===== src/rtl/tgbn_pkg.sv =====
// ----------------------------------------------------------------------------
// tgbn_pkg
// Shared types and constants of the toroidal grid blur block.
// ----------------------------------------------------------------------------
package tgbn_pkg;
    localparam int VAL_W   = 10;
    localparam int BW_W    = 9;
    localparam int NUM_W   = 22;
    localparam logic [BW_W-1:0] WEIGHT_ONE = 9'd256;
    localparam logic CFG_BLUR_WEIGHT = 1'b0;

    typedef enum logic [2:0] {
        ST_LOAD,
        ST_BLUR_RD,
        ST_BLUR_ACC,
        ST_BLUR_WR,
        ST_DIV_RD,
        ST_DIV_START,
        ST_DIV_RUN,
        ST_OUT
    } tgbn_state_t;

    // Controller to datapath.
    typedef struct packed {
        logic load_wr;
        logic load_clr;
        logic cell_clr;
        logic pos_clr;
        logic nb_start;
        logic nb_step;
        logic blur_wr;
        logic cell_next;
        logic div_start;
        logic out_load;
    } tgbn_cmd_t;

    // Datapath to controller.
    typedef struct packed {
        logic nb_done;
        logic cell_last;
        logic div_done;
    } tgbn_sts_t;
endpackage


===== src/rtl/tgbn_datapath.sv =====
// ----------------------------------------------------------------------------
// tgbn_datapath
// Grid memories, stencil accumulator, max tracker and serial divider.
// ----------------------------------------------------------------------------
module tgbn_datapath #(
    parameter int GRID_WIDTH  = 8,
    parameter int GRID_HEIGHT = 8
) (
    input  logic                     clk,
    input  logic                     rst_n,
    input  tgbn_pkg::tgbn_cmd_t      cmd,
    output tgbn_pkg::tgbn_sts_t      sts,
    input  logic [9:0]               cell_value,
    input  logic [8:0]               blur_weight,
    input  logic [9:0]               peak_target,
    output logic [9:0]               result_value
);
    import tgbn_pkg::*;

    localparam int CELLS = GRID_WIDTH * GRID_HEIGHT;
    localparam int IW = $clog2(CELLS);
    localparam int XW = (GRID_WIDTH > 1) ? $clog2(GRID_WIDTH) : 1;
    localparam int YW = (GRID_HEIGHT > 1) ? $clog2(GRID_HEIGHT) : 1;
    localparam int LW = IW + 1;
    localparam int DIV_STEPS = 20;

    logic [VAL_W-1:0] src_mem [CELLS];
    logic [VAL_W-1:0] blr_mem [CELLS];

    logic [LW-1:0]    load_idx_reg;
    logic [XW-1:0]    x_reg;
    logic [YW-1:0]    y_reg;
    logic [IW-1:0]    cell_reg;
    logic [2:0]       nb_reg;
    logic [2:0]       nb_sel;
    logic [VAL_W-1:0] src_q_reg;
    logic [VAL_W-1:0] blr_q_reg;
    logic [VAL_W-1:0] centre_reg;
    logic [VAL_W+2:0] ring_reg;
    logic [VAL_W-1:0] largest_reg;
    logic [BW_W-1:0]  b_sat;
    logic [XW-1:0]    xl, xr, xs;
    logic [YW-1:0]    yu, yd, ys;
    logic [IW-1:0]    rd_addr;
    logic [NUM_W-1:0] num;
    logic [VAL_W-1:0] blur_val;
    logic             rd_phase_reg;

    // Divider: 20-bit dividend product over 10-bit divisor, one bit a cycle.
    logic [19:0]      dq_reg;
    logic [10:0]      rem_reg;
    logic [4:0]       dcnt_reg;
    logic             dbusy_reg;
    logic [10:0]      rem_sh;

    assign b_sat = (blur_weight > WEIGHT_ONE) ? WEIGHT_ONE : blur_weight;
    assign xl = (x_reg == '0) ? XW'(GRID_WIDTH - 1) : x_reg - 1'b1;
    assign xr = (x_reg == XW'(GRID_WIDTH - 1)) ? '0 : x_reg + 1'b1;
    assign yu = (y_reg == '0) ? YW'(GRID_HEIGHT - 1) : y_reg - 1'b1;
    assign yd = (y_reg == YW'(GRID_HEIGHT - 1)) ? '0 : y_reg + 1'b1;

    // Once the first read has been issued, the read address runs one
    // stencil point ahead of the accumulator.
    assign nb_sel = nb_reg + 3'(rd_phase_reg);

    always_comb
    begin
        xs = x_reg;
        ys = y_reg;
        unique case (nb_sel)
            3'd1:    xs = xl;
            3'd2:    xs = xr;
            3'd3:    ys = yu;
            3'd4:    ys = yd;
            default: xs = x_reg;
        endcase
    end

    assign rd_addr = IW'(ys * GRID_WIDTH + xs);
    assign sts.nb_done   = (nb_reg == 3'd5);
    assign sts.cell_last = (cell_reg == IW'(CELLS - 1));
    assign sts.div_done  = !dbusy_reg;

    always_ff @(posedge clk)
    begin
        if (cmd.load_wr && load_idx_reg < LW'(CELLS))
        begin
            src_mem[load_idx_reg[IW-1:0]] <= cell_value;
        end
        src_q_reg <= src_mem[rd_addr];
        if (cmd.blur_wr)
        begin
            blr_mem[cell_reg] <= blur_val;
        end
        blr_q_reg <= blr_mem[cell_reg];
    end

    assign num = NUM_W'(centre_reg) * NUM_W'(b_sat) * NUM_W'(4)
               + NUM_W'(ring_reg) * NUM_W'(WEIGHT_ONE - b_sat);
    assign blur_val = num[19:10];
    assign rem_sh = {rem_reg[9:0], dq_reg[19]};

    always_ff @(posedge clk or negedge rst_n)
    begin
        if (!rst_n)
        begin
            load_idx_reg <= '0;
            x_reg        <= '0;
            y_reg        <= '0;
            cell_reg     <= '0;
            nb_reg       <= '0;
            largest_reg  <= '0;
            dbusy_reg    <= 1'b0;
            dcnt_reg     <= '0;
            rd_phase_reg <= 1'b0;
        end
        else
        begin
            if (cmd.load_clr)
            begin
                load_idx_reg <= '0;
            end
            else if (cmd.load_wr && load_idx_reg < LW'(CELLS))
            begin
                load_idx_reg <= load_idx_reg + 1'b1;
            end
            if (cmd.cell_clr)
            begin
                x_reg       <= '0;
                y_reg       <= '0;
                cell_reg    <= '0;
                largest_reg <= '0;
            end
            else if (cmd.pos_clr)
            begin
                x_reg    <= '0;
                y_reg    <= '0;
                cell_reg <= '0;
            end
            else if (cmd.cell_next)
            begin
                cell_reg <= cell_reg + 1'b1;
                if (x_reg == XW'(GRID_WIDTH - 1))
                begin
                    x_reg <= '0;
                    y_reg <= y_reg + 1'b1;
                end
                else
                begin
                    x_reg <= x_reg + 1'b1;
                end
            end
            if (cmd.blur_wr && blur_val > largest_reg)
            begin
                largest_reg <= blur_val;
            end
            if (cmd.nb_start)
            begin
                nb_reg       <= '0;
                rd_phase_reg <= 1'b0;
            end
            else if (cmd.nb_step)
            begin
                rd_phase_reg <= 1'b1;
                if (rd_phase_reg)
                begin
                    nb_reg <= nb_reg + 1'b1;
                end
            end
            if (cmd.div_start)
            begin
                dbusy_reg <= 1'b1;
                dcnt_reg  <= '0;
            end
            else if (dbusy_reg)
            begin
                dcnt_reg <= dcnt_reg + 1'b1;
                if (dcnt_reg == 5'(DIV_STEPS - 1))
                begin
                    dbusy_reg <= 1'b0;
                end
            end
        end
    end

    // The memory read is registered; since the address runs
    // one point ahead, the accumulator sees the value for its own index.
    always_ff @(posedge clk)
    begin
        if (cmd.nb_step && rd_phase_reg)
        begin
            if (nb_reg == 3'd0)
            begin
                centre_reg <= src_q_reg;
                ring_reg   <= '0;
            end
            else
            begin
                ring_reg <= ring_reg + (VAL_W+3)'(src_q_reg);
            end
        end
        if (cmd.div_start)
        begin
            dq_reg  <= 20'(blr_q_reg) * 20'(peak_target);
            rem_reg <= '0;
        end
        else if (dbusy_reg)
        begin
            if (rem_sh >= {1'b0, largest_reg})
            begin
                rem_reg <= rem_sh - {1'b0, largest_reg};
                dq_reg  <= {dq_reg[18:0], 1'b1};
            end
            else
            begin
                rem_reg <= rem_sh;
                dq_reg  <= {dq_reg[18:0], 1'b0};
            end
        end
        if (cmd.out_load)
        begin
            result_value <= (largest_reg == '0) ? '0 : dq_reg[9:0];
        end
    end
endmodule


===== src/rtl/tgbn_ctrl.sv =====
// ----------------------------------------------------------------------------
// tgbn_ctrl
// Sequencer for load, blur pass, and normalize/output pass.
// ----------------------------------------------------------------------------
module tgbn_ctrl (
    input  logic                 clk,
    input  logic                 rst_n,
    input  logic                 s_tvalid,
    output logic                 s_tready,
    input  logic                 s_last,
    output logic                 m_tvalid,
    input  logic                 m_tready,
    output logic                 m_tlast,
    output tgbn_pkg::tgbn_cmd_t  cmd,
    input  tgbn_pkg::tgbn_sts_t  sts
);
    import tgbn_pkg::*;

    tgbn_state_t state_reg, state_next;
    logic        mv_reg, mv_next;
    logic        ml_reg, ml_next;
    logic        s_acc, m_acc;

    assign s_acc    = s_tvalid && s_tready;
    assign m_acc    = mv_reg && m_tready;
    assign s_tready = (state_reg == ST_LOAD) && !mv_reg;
    assign m_tvalid = mv_reg;
    assign m_tlast  = ml_reg;

    always_comb
    begin
        state_next = state_reg;
        unique case (state_reg)
            ST_LOAD:      if (s_acc && s_last) state_next = ST_BLUR_RD;
            ST_BLUR_RD:   state_next = ST_BLUR_ACC;
            ST_BLUR_ACC:  if (sts.nb_done) state_next = ST_BLUR_WR;
            ST_BLUR_WR:   state_next = sts.cell_last ? ST_DIV_RD : ST_BLUR_RD;
            ST_DIV_RD:    state_next = ST_DIV_START;
            ST_DIV_START: state_next = ST_DIV_RUN;
            ST_DIV_RUN:   if (sts.div_done && (!mv_reg || m_tready)) state_next = ST_OUT;
            ST_OUT:       state_next = ml_next ? ST_LOAD : ST_DIV_RD;
            default:      state_next = ST_LOAD;
        endcase
    end

    always_comb
    begin
        cmd     = '0;
        mv_next = mv_reg && !m_acc;
        ml_next = ml_reg;
        unique case (state_reg)
            ST_LOAD:
            begin
                cmd.load_wr  = s_acc;
                cmd.cell_clr = 1'b1;
                cmd.nb_start = 1'b1;
            end
            ST_BLUR_RD:   cmd.nb_step = 1'b1;
            ST_BLUR_ACC:  cmd.nb_step = !sts.nb_done;
            ST_BLUR_WR:
            begin
                cmd.blur_wr   = 1'b1;
                cmd.nb_start  = 1'b1;
                cmd.cell_next = !sts.cell_last;
                cmd.pos_clr   = sts.cell_last;
                cmd.cell_clr  = 1'b0;
            end
            ST_DIV_RD:    cmd.load_clr = 1'b1;
            ST_DIV_START:
            begin
                cmd.div_start = 1'b1;
                cmd.load_clr  = 1'b1;
            end
            ST_DIV_RUN:
            begin
                if (sts.div_done && (!mv_reg || m_tready))
                begin
                    cmd.out_load = 1'b1;
                    mv_next      = 1'b1;
                    ml_next      = sts.cell_last;
                end
            end
            ST_OUT:       cmd.cell_next = !ml_reg;
            default:      cmd = '0;
        endcase
    end

    always_ff @(posedge clk or negedge rst_n)
    begin
        if (!rst_n)
        begin
            state_reg <= ST_LOAD;
            mv_reg    <= 1'b0;
            ml_reg    <= 1'b0;
        end
        else
        begin
            state_reg <= state_next;
            mv_reg    <= mv_next;
            ml_reg    <= (state_reg == ST_LOAD && s_acc) ? 1'b0 : ml_next;
        end
    end
endmodule


===== src/rtl/toroidal_grid_blur_normalize.sv =====
// ----------------------------------------------------------------------------
// toroidal_grid_blur_normalize
// Five-point wrap-around blur of a loaded grid, scaled to a target maximum.
// ----------------------------------------------------------------------------
// Cells are loaded one beat per cycle in row order. The beat with tlast set
// starts the work: each cell is blurred from the original values by one
// source memory read per stencil point plus a read, a settle and a write
// step, then each result is scaled by the target peak register over the
// largest blurred value with a bit-serial divider, one cell at a time; the
// next division runs while a result beat waits to be taken. No new
// cells are taken until the last result beat has been accepted downstream.
// Configuration writes are always accepted and should only be issued while
// no grid is being processed.
module toroidal_grid_blur_normalize #(
    parameter int GRID_WIDTH  = 8,
    parameter int GRID_HEIGHT = 8
) (
    input  logic        clk,
    input  logic        rst_n,
    input  logic        s_tvalid,
    output logic        s_tready,
    input  logic [15:0] s_tdata,   // [9:0] cell_value
    input  logic        s_tlast,   // last_cell
    output logic        m_tvalid,
    input  logic        m_tready,
    output logic [15:0] m_tdata,   // [9:0] result_value
    output logic        m_tlast,   // result_last
    input  logic        cfg_valid,
    output logic        cfg_ready,
    input  logic        cfg_index,
    input  logic [15:0] cfg_data
);
    import tgbn_pkg::*;

    tgbn_cmd_t   cmd;
    tgbn_sts_t   sts;
    logic [8:0]  bw_reg;
    logic [9:0]  mcp_reg;
    logic [9:0]  res;

    assign cfg_ready = 1'b1;

    always_ff @(posedge clk or negedge rst_n)
    begin
        if (!rst_n)
        begin
            bw_reg  <= 9'd128;
            mcp_reg <= 10'd1000;
        end
        else if (cfg_valid)
        begin
            if (cfg_index == CFG_BLUR_WEIGHT)
            begin
                bw_reg <= cfg_data[8:0];
            end
            else
            begin
                mcp_reg <= cfg_data[9:0];
            end
        end
    end

    tgbn_ctrl u_ctrl (
        .clk      (clk),
        .rst_n    (rst_n),
        .s_tvalid (s_tvalid),
        .s_tready (s_tready),
        .s_last   (s_tlast),
        .m_tvalid (m_tvalid),
        .m_tready (m_tready),
        .m_tlast  (m_tlast),
        .cmd      (cmd),
        .sts      (sts)
    );

    tgbn_datapath #(
        .GRID_WIDTH  (GRID_WIDTH),
        .GRID_HEIGHT (GRID_HEIGHT)
    ) u_dp (
        .clk          (clk),
        .rst_n        (rst_n),
        .cmd          (cmd),
        .sts          (sts),
        .cell_value   (s_tdata[9:0]),
        .blur_weight  (bw_reg),
        .peak_target  (mcp_reg),
        .result_value (res)
    );

    assign m_tdata = {6'd0, res};
endmodule


===== config.mk =====
export PLATFORM = sky130hd
export DESIGN_NAME = toroidal_grid_blur_normalize
export DESIGN_NICKNAME = d
export VERILOG_FILES = /design/src/rtl/tgbn_pkg.sv /design/src/rtl/tgbn_datapath.sv /design/src/rtl/tgbn_ctrl.sv /design/src/rtl/toroidal_grid_blur_normalize.sv
export SDC_FILE = /design/constraint.sdc
export NUM_CORES = 2
export LEC_CHECK = 0
export ABC_AREA = 1
export CORE_MARGIN = 2
export CORE_UTILIZATION = 45
export DETAILED_ROUTE_END_ITERATION = 8
export DONT_BUFFER_PORTS = 1
export PLACE_DENSITY = 0.7
export SYNTH_ARGS = -nofsm -noshare
export SYNTH_HDL_FRONTEND = slang
export SYNTH_HIERARCHICAL = 1
export SYNTH_SLANG_ARGS = --single-unit

===== constraint.sdc =====
create_clock -name clk -period 23.5 [get_ports clk]
set_input_delay 1.175 -clock clk [delete_from_list [all_inputs] [get_ports clk]]
set_output_delay 1.175 -clock clk [all_outputs]
set_load 0.005 [all_outputs]

# == Word level (Yosys, flattened, before mapping) ==
# Memories as Yosys holds them, arrays and structs flattened. A register that Yosys moved wholly into a read port is not among the register bits.
# Index checks and enable logic that the tools add are counted.
# totals
reg_bits,126
ram_bits,1280
input_bits,39
elab_cells,160
n_memories,2
# classes
n_addsub,14
n_mul,3
n_lt_le_gt_ge,4
eq_ne,19
mux,61
bitwise_logic,1
reduce_logical,37
# mem_list
name,depth,width,read_ports,rd_clocked_by_memory_dff,wr,line_no,source
u_dp.blr_mem,64,10,1,1,1,tgbn_datapath.sv:28,logic [VAL_W-1:0] blr_mem [CELLS];
u_dp.src_mem,64,10,1,1,1,tgbn_datapath.sv:27,logic [VAL_W-1:0] src_mem [CELLS];
# ops
operator,n
$mux W3,19
$mux W20,2
$mux W10,3
$eq A3 B3 Y1 const B,8
$mux W1,24
$pmux W3 S8,1
$mul A13 B22 Y20,1
$add A20 B20 Y20,1
$mul A10 B10 Y20,1
$mul A10 B9 Y18,1
$mux W6,3
$mux W7,2
$add A13 B10 Y13,1
$eq A3 B2 Y1 const B,4
$logic_not A3 Y1,4
$pmux W3 S2,2
$ge A11 B10 Y1,1
$gt A10 B10 Y1,1
$logic_and A1 B1 Y1,10
$logic_not A10 Y1,1
$mux W5,2
$reduce_and A2 Y1,5
$reduce_bool A2 Y1,5
$sub A10 B10 Y10,1
23 further kinds,36

# == Depth between registers and ports, before layout ==
# logic_depth
ltp_word,8
ltp_mapped,50

# == Modules after synthesis ==
# The synthesis kept the hierarchy.
# by_module_without_submodules
module,n_inst,cells_each,area_per_inst_um2,seq_area_each_um2
tgbn_datapath,1,6180,68918.6,41604.9
toroidal_grid_blur_normalize,1,91,829.5,484.2
tgbn_ctrl,1,51,344.1,125.1

# == Least setup slack after synthesis ==
# OpenSTA, ideal clock, no wires.
# synth_path
path_kind,reg-to-reg
start,reg bw_reg[5]
end,reg u_dp.largest_reg[6]
setup_time_ns,0.126
arrival_ns,9.874
path_slack_ns,13.500
stages_incl_launch_ff,45
n_path_buf,0
cell_sequence,dfrtp_1 -> nor2_1 -> inv_1 -> nor3_1 -> a21oi_1 -> nor2_1 -> nand2_1 -> fa_1 -> fa_1 -> inv_1 -> fa_1 -> inv_1 -> fa_1 -> inv_1 -> ha_1 -> inv_1 -> o21bai_1 -> xor2_1 -> [9 not listed] -> nor2_1 -> nor3b_1 -> nand4_1 -> nand2_1 -> nand3_1 -> nand2_1 -> nand2_1 -> nand2_1 -> xor2_1 -> ha_1 -> nand2_1 -> o41ai_1 -> inv_1 -> nand2_1 -> nand2_1 -> inv_1 -> nand2_1 -> o21ai_0
# synth_between
elab_chain_cells,8
# synth_lines
item,line_no,source
"start, declared",toroidal_grid_blur_normalize.sv:37,logic [8:0] bw_reg;
"start signal, assigned",toroidal_grid_blur_normalize.sv:54,bw_reg <= cfg_data[8:0];
$gt A9 B9 Y1,tgbn_datapath.sv:56,assign b_sat = (blur_weight > WEIGHT_ONE) ? WEIGHT_ONE : blur_weight;
$mux W9 (*),tgbn_datapath.sv:56,
$sub A9 B9 Y10,tgbn_datapath.sv:99,+ NUM_W'(ring_reg) * NUM_W'(WEIGHT_ONE - b_sat);
$mul A13 B22 Y20,tgbn_datapath.sv:99,
$add A20 B20 Y20 (*),tgbn_datapath.sv:99,
via u_dp.num[18],tgbn_datapath.sv:45,logic [NUM_W-1:0] num;
$gt A10 B10 Y1 (*),tgbn_datapath.sv:153,if (cmd.blur_wr && blur_val > largest_reg)
$logic_and A1 B1 Y1 (*),tgbn_datapath.sv:153,
$mux W10 / $reduce_bool A2 Y1 (equally long branches),n/a,
"end signal, assigned",tgbn_datapath.sv:155,largest_reg <= blur_val;
"end, declared",tgbn_datapath.sv:40,logic [VAL_W-1:0] largest_reg;
# Mark *: on every way through the listed nets, which the timed path passes. The rest lies on a longest branch.
# A chain may end at the register's enable or synchronous reset.

# == Worst setup path in the final report ==
# layout_path
start,reg bw_reg[8]
end,reg u_dp.largest_reg[6]
# The elaborated chain is that of the path after synthesis.

==> metrics.cfg <==
[run_status]
status = completed

[clocking]
hold_buffers = 0
htree_levels = 4
tritoncts = built
postCtsResizedCells = 0
cts.path.max_buffers = 3
clk_pin_slew_ns = 0.06
cts_root_buf = clkbuf_16
cts.sinks = 1426
clock_latency_ns = 0.81
cts_setup_buffers = 0
numCtsBuffers = 146

[critical_path]
cp.required_ns = 24.20
cp_common_cell = inv_1
cp.buffers_inverters = 10
crit_path_max_incr_delay_ns = 0.86
r2r-start = bw_reg[8]
cp-end-kind = flip-flop
crit_family = adder cells
critPathMaxFanout = 65
arrival_ns = 11.53
crit_type = flip-flop to flip-flop
critPathLaunchType = flip-flop
crit_path_top_delay_cell = nor2_1
crit_path_start = bw_reg[8]

[finish]
layoutNonFillerInstCount = 8394
drive_above_1_share_pct = 4.93
diodes = 0
layout.nets = 6688
areaGrowthSynthToFinish_pct = 8.98

[place]
dp_cells = 8136
gp_congestion = 0.919
port_buffers = 0
dp_slack_ns = 12.70
hpwl_mm = 105

[global_routing]
antenna_found_initial = 3
grt_usage_pct = 21.7
grt_pass1_vias = 45600
grt_pass1_wl_mm = 265
grt-ovfl-total = 0
grt_max_degree = 200

[yosys]
synth_seq_cells = 1426
synth_edf_count = 1333
avgSynthCellArea_um2 = 11.1
ys_async_sr_fraction_pct = 4.42
yosysSeqAreaShare_pct = 60.2
netlist_instances = 6322
synth_flop_cell = edfxtp_1
yosys_warnings = 6
synth_area_mm2 = 0.0701
synth.distinct_cells = 59

[floorplanning]
start_util_pct = 45.4
die_h_um = 399
design.core.area_mm2 = 0.154
io_pins = 59
dieArea_mm2 = 0.159
fp-row-count = 144
die_x_um = 399

[drt]
finalWirelength_mm = 172
antenna_left = 0
drt_iter0_drc = 5277
dr.pass1.iters = 7
remaining_drc_errors = 0
wire_per_inst_um = 20.5
vias = 46900
vias_per_cell = 5.58

[timing]
slew_viol_final = 0
max_freq_ghz = 0.0923
layout_setup_ws_ns = 12.67
min_period_ns = 10.83
rsz0062_at_grt = no
period_share_pct = 46.1
fin_skew_ns = 0.0396
tightest_slew_ns = 1.32
fin_setup_tns_ns = 0
hold_viol = 0
finalSetupViolations = 0
relSlewSlack_pct = 11.7

[flow_run]
drv_cap = 0

[worst_hold_path]
min_path_type = input port to async pin

-- placed cells by master (no fill, tap or decap), drive strengths merged, types with 111 or more instances in the layout --
master	n
inv	945
ha	187
edfxtp	1333
nand3b	236
o21ai	111
a21oi	118
nand3	787
nor2	335
nand2	1233
fa	222
clkbuf	178
-- stage by stage --
stage                     util (%)  hold slack [ns]  instance area (µm²)
final                         49.5           0.0760                76400
after CTS                     49.5           0.0151                76400
after floorplan                  -            0.415                70100
after global placement        46.5            0.443                71800
after detailed placement      46.5            0.440                71800
after global routing          49.5           0.0407                76400
-- cell families (layout without fill, tap and decap cells) --
| family | count (synthesis) | in the layout | share of synthesized area (%) |
|---|---|---|---|
| buf+inv | 1233 | 1247 | 7.17 |
| compound gates | 487 | 487 | 4.56 |
| simple gates | 2723 | 2723 | 17.8 |
| other cells | 4 | 18 | 0.0214 |
| fa+ha+maj | 409 | 409 | 9.68 |
| xor+xnor | 40 | 40 | 0.500 |
| flops | 1426 | 1426 | 60.2 |
-- area by class of cell --
class,count,area (µm²)
clock buffer,178,3800
clock inverter,80,800
fill,13200,78000
inverter,944,3540
multi-input combinational,3677,23100
sequential,1426,42200
tap,2044,2560
timing repair buffer,45,375
-- cells in the mapped netlist, drive strengths merged, types with 56 or more instances --
master | n | area (µm²)
edfxtp | 1333 | 40000
clkbuf | 97 | 364
fa | 222 | 4440
o21ai | 111 | 563
a221oi | 66 | 578
nand2 | 1233 | 4670
a22oi | 95 | 713
ha | 187 | 2340
nor2 | 335 | 1290
buf | 192 | 1110
nand3b | 236 | 1770
nand4 | 76 | 475
nand3 | 787 | 3980
inv | 936 | 3510
a21oi | 118 | 591
dfrtp | 56 | 1400
-- final timing paths --
kind | to | slack, ns | depth (start not counted)
min | u_dp/load_idx_reg[1] | 0.08 | 0
max in group asynchronous | mcp_reg[3] | 23.24 | 0
max | u_dp/largest_reg[6] | 12.67 | 44
min in group clk | u_dp/centre_reg[5] | 0.47 | 0
min reg2reg | u_dp/centre_reg[5] | 0.47 | 0
max reg2reg | u_dp/largest_reg[6] | 12.67 | 44
-- per-layer routing --
| layer | global-route usage, % | vias to the layer above | share of wire (%) |
|---|---|---|---|
| li1 | - | 21300 | - |
| met1 | 29.5 | 23000 | 41 |
| met2 | 34.6 | 2165 | 47 |
| met3 | 4.33 | 338 | 9.5 |
| met4 | 7.62 | 2 | 3.2 |
| met5 | 0 | - | 0.0099 |
Power is not shown: default switching activity piles up to over one toggle a cycle in this logic, so the estimate is an artifact.
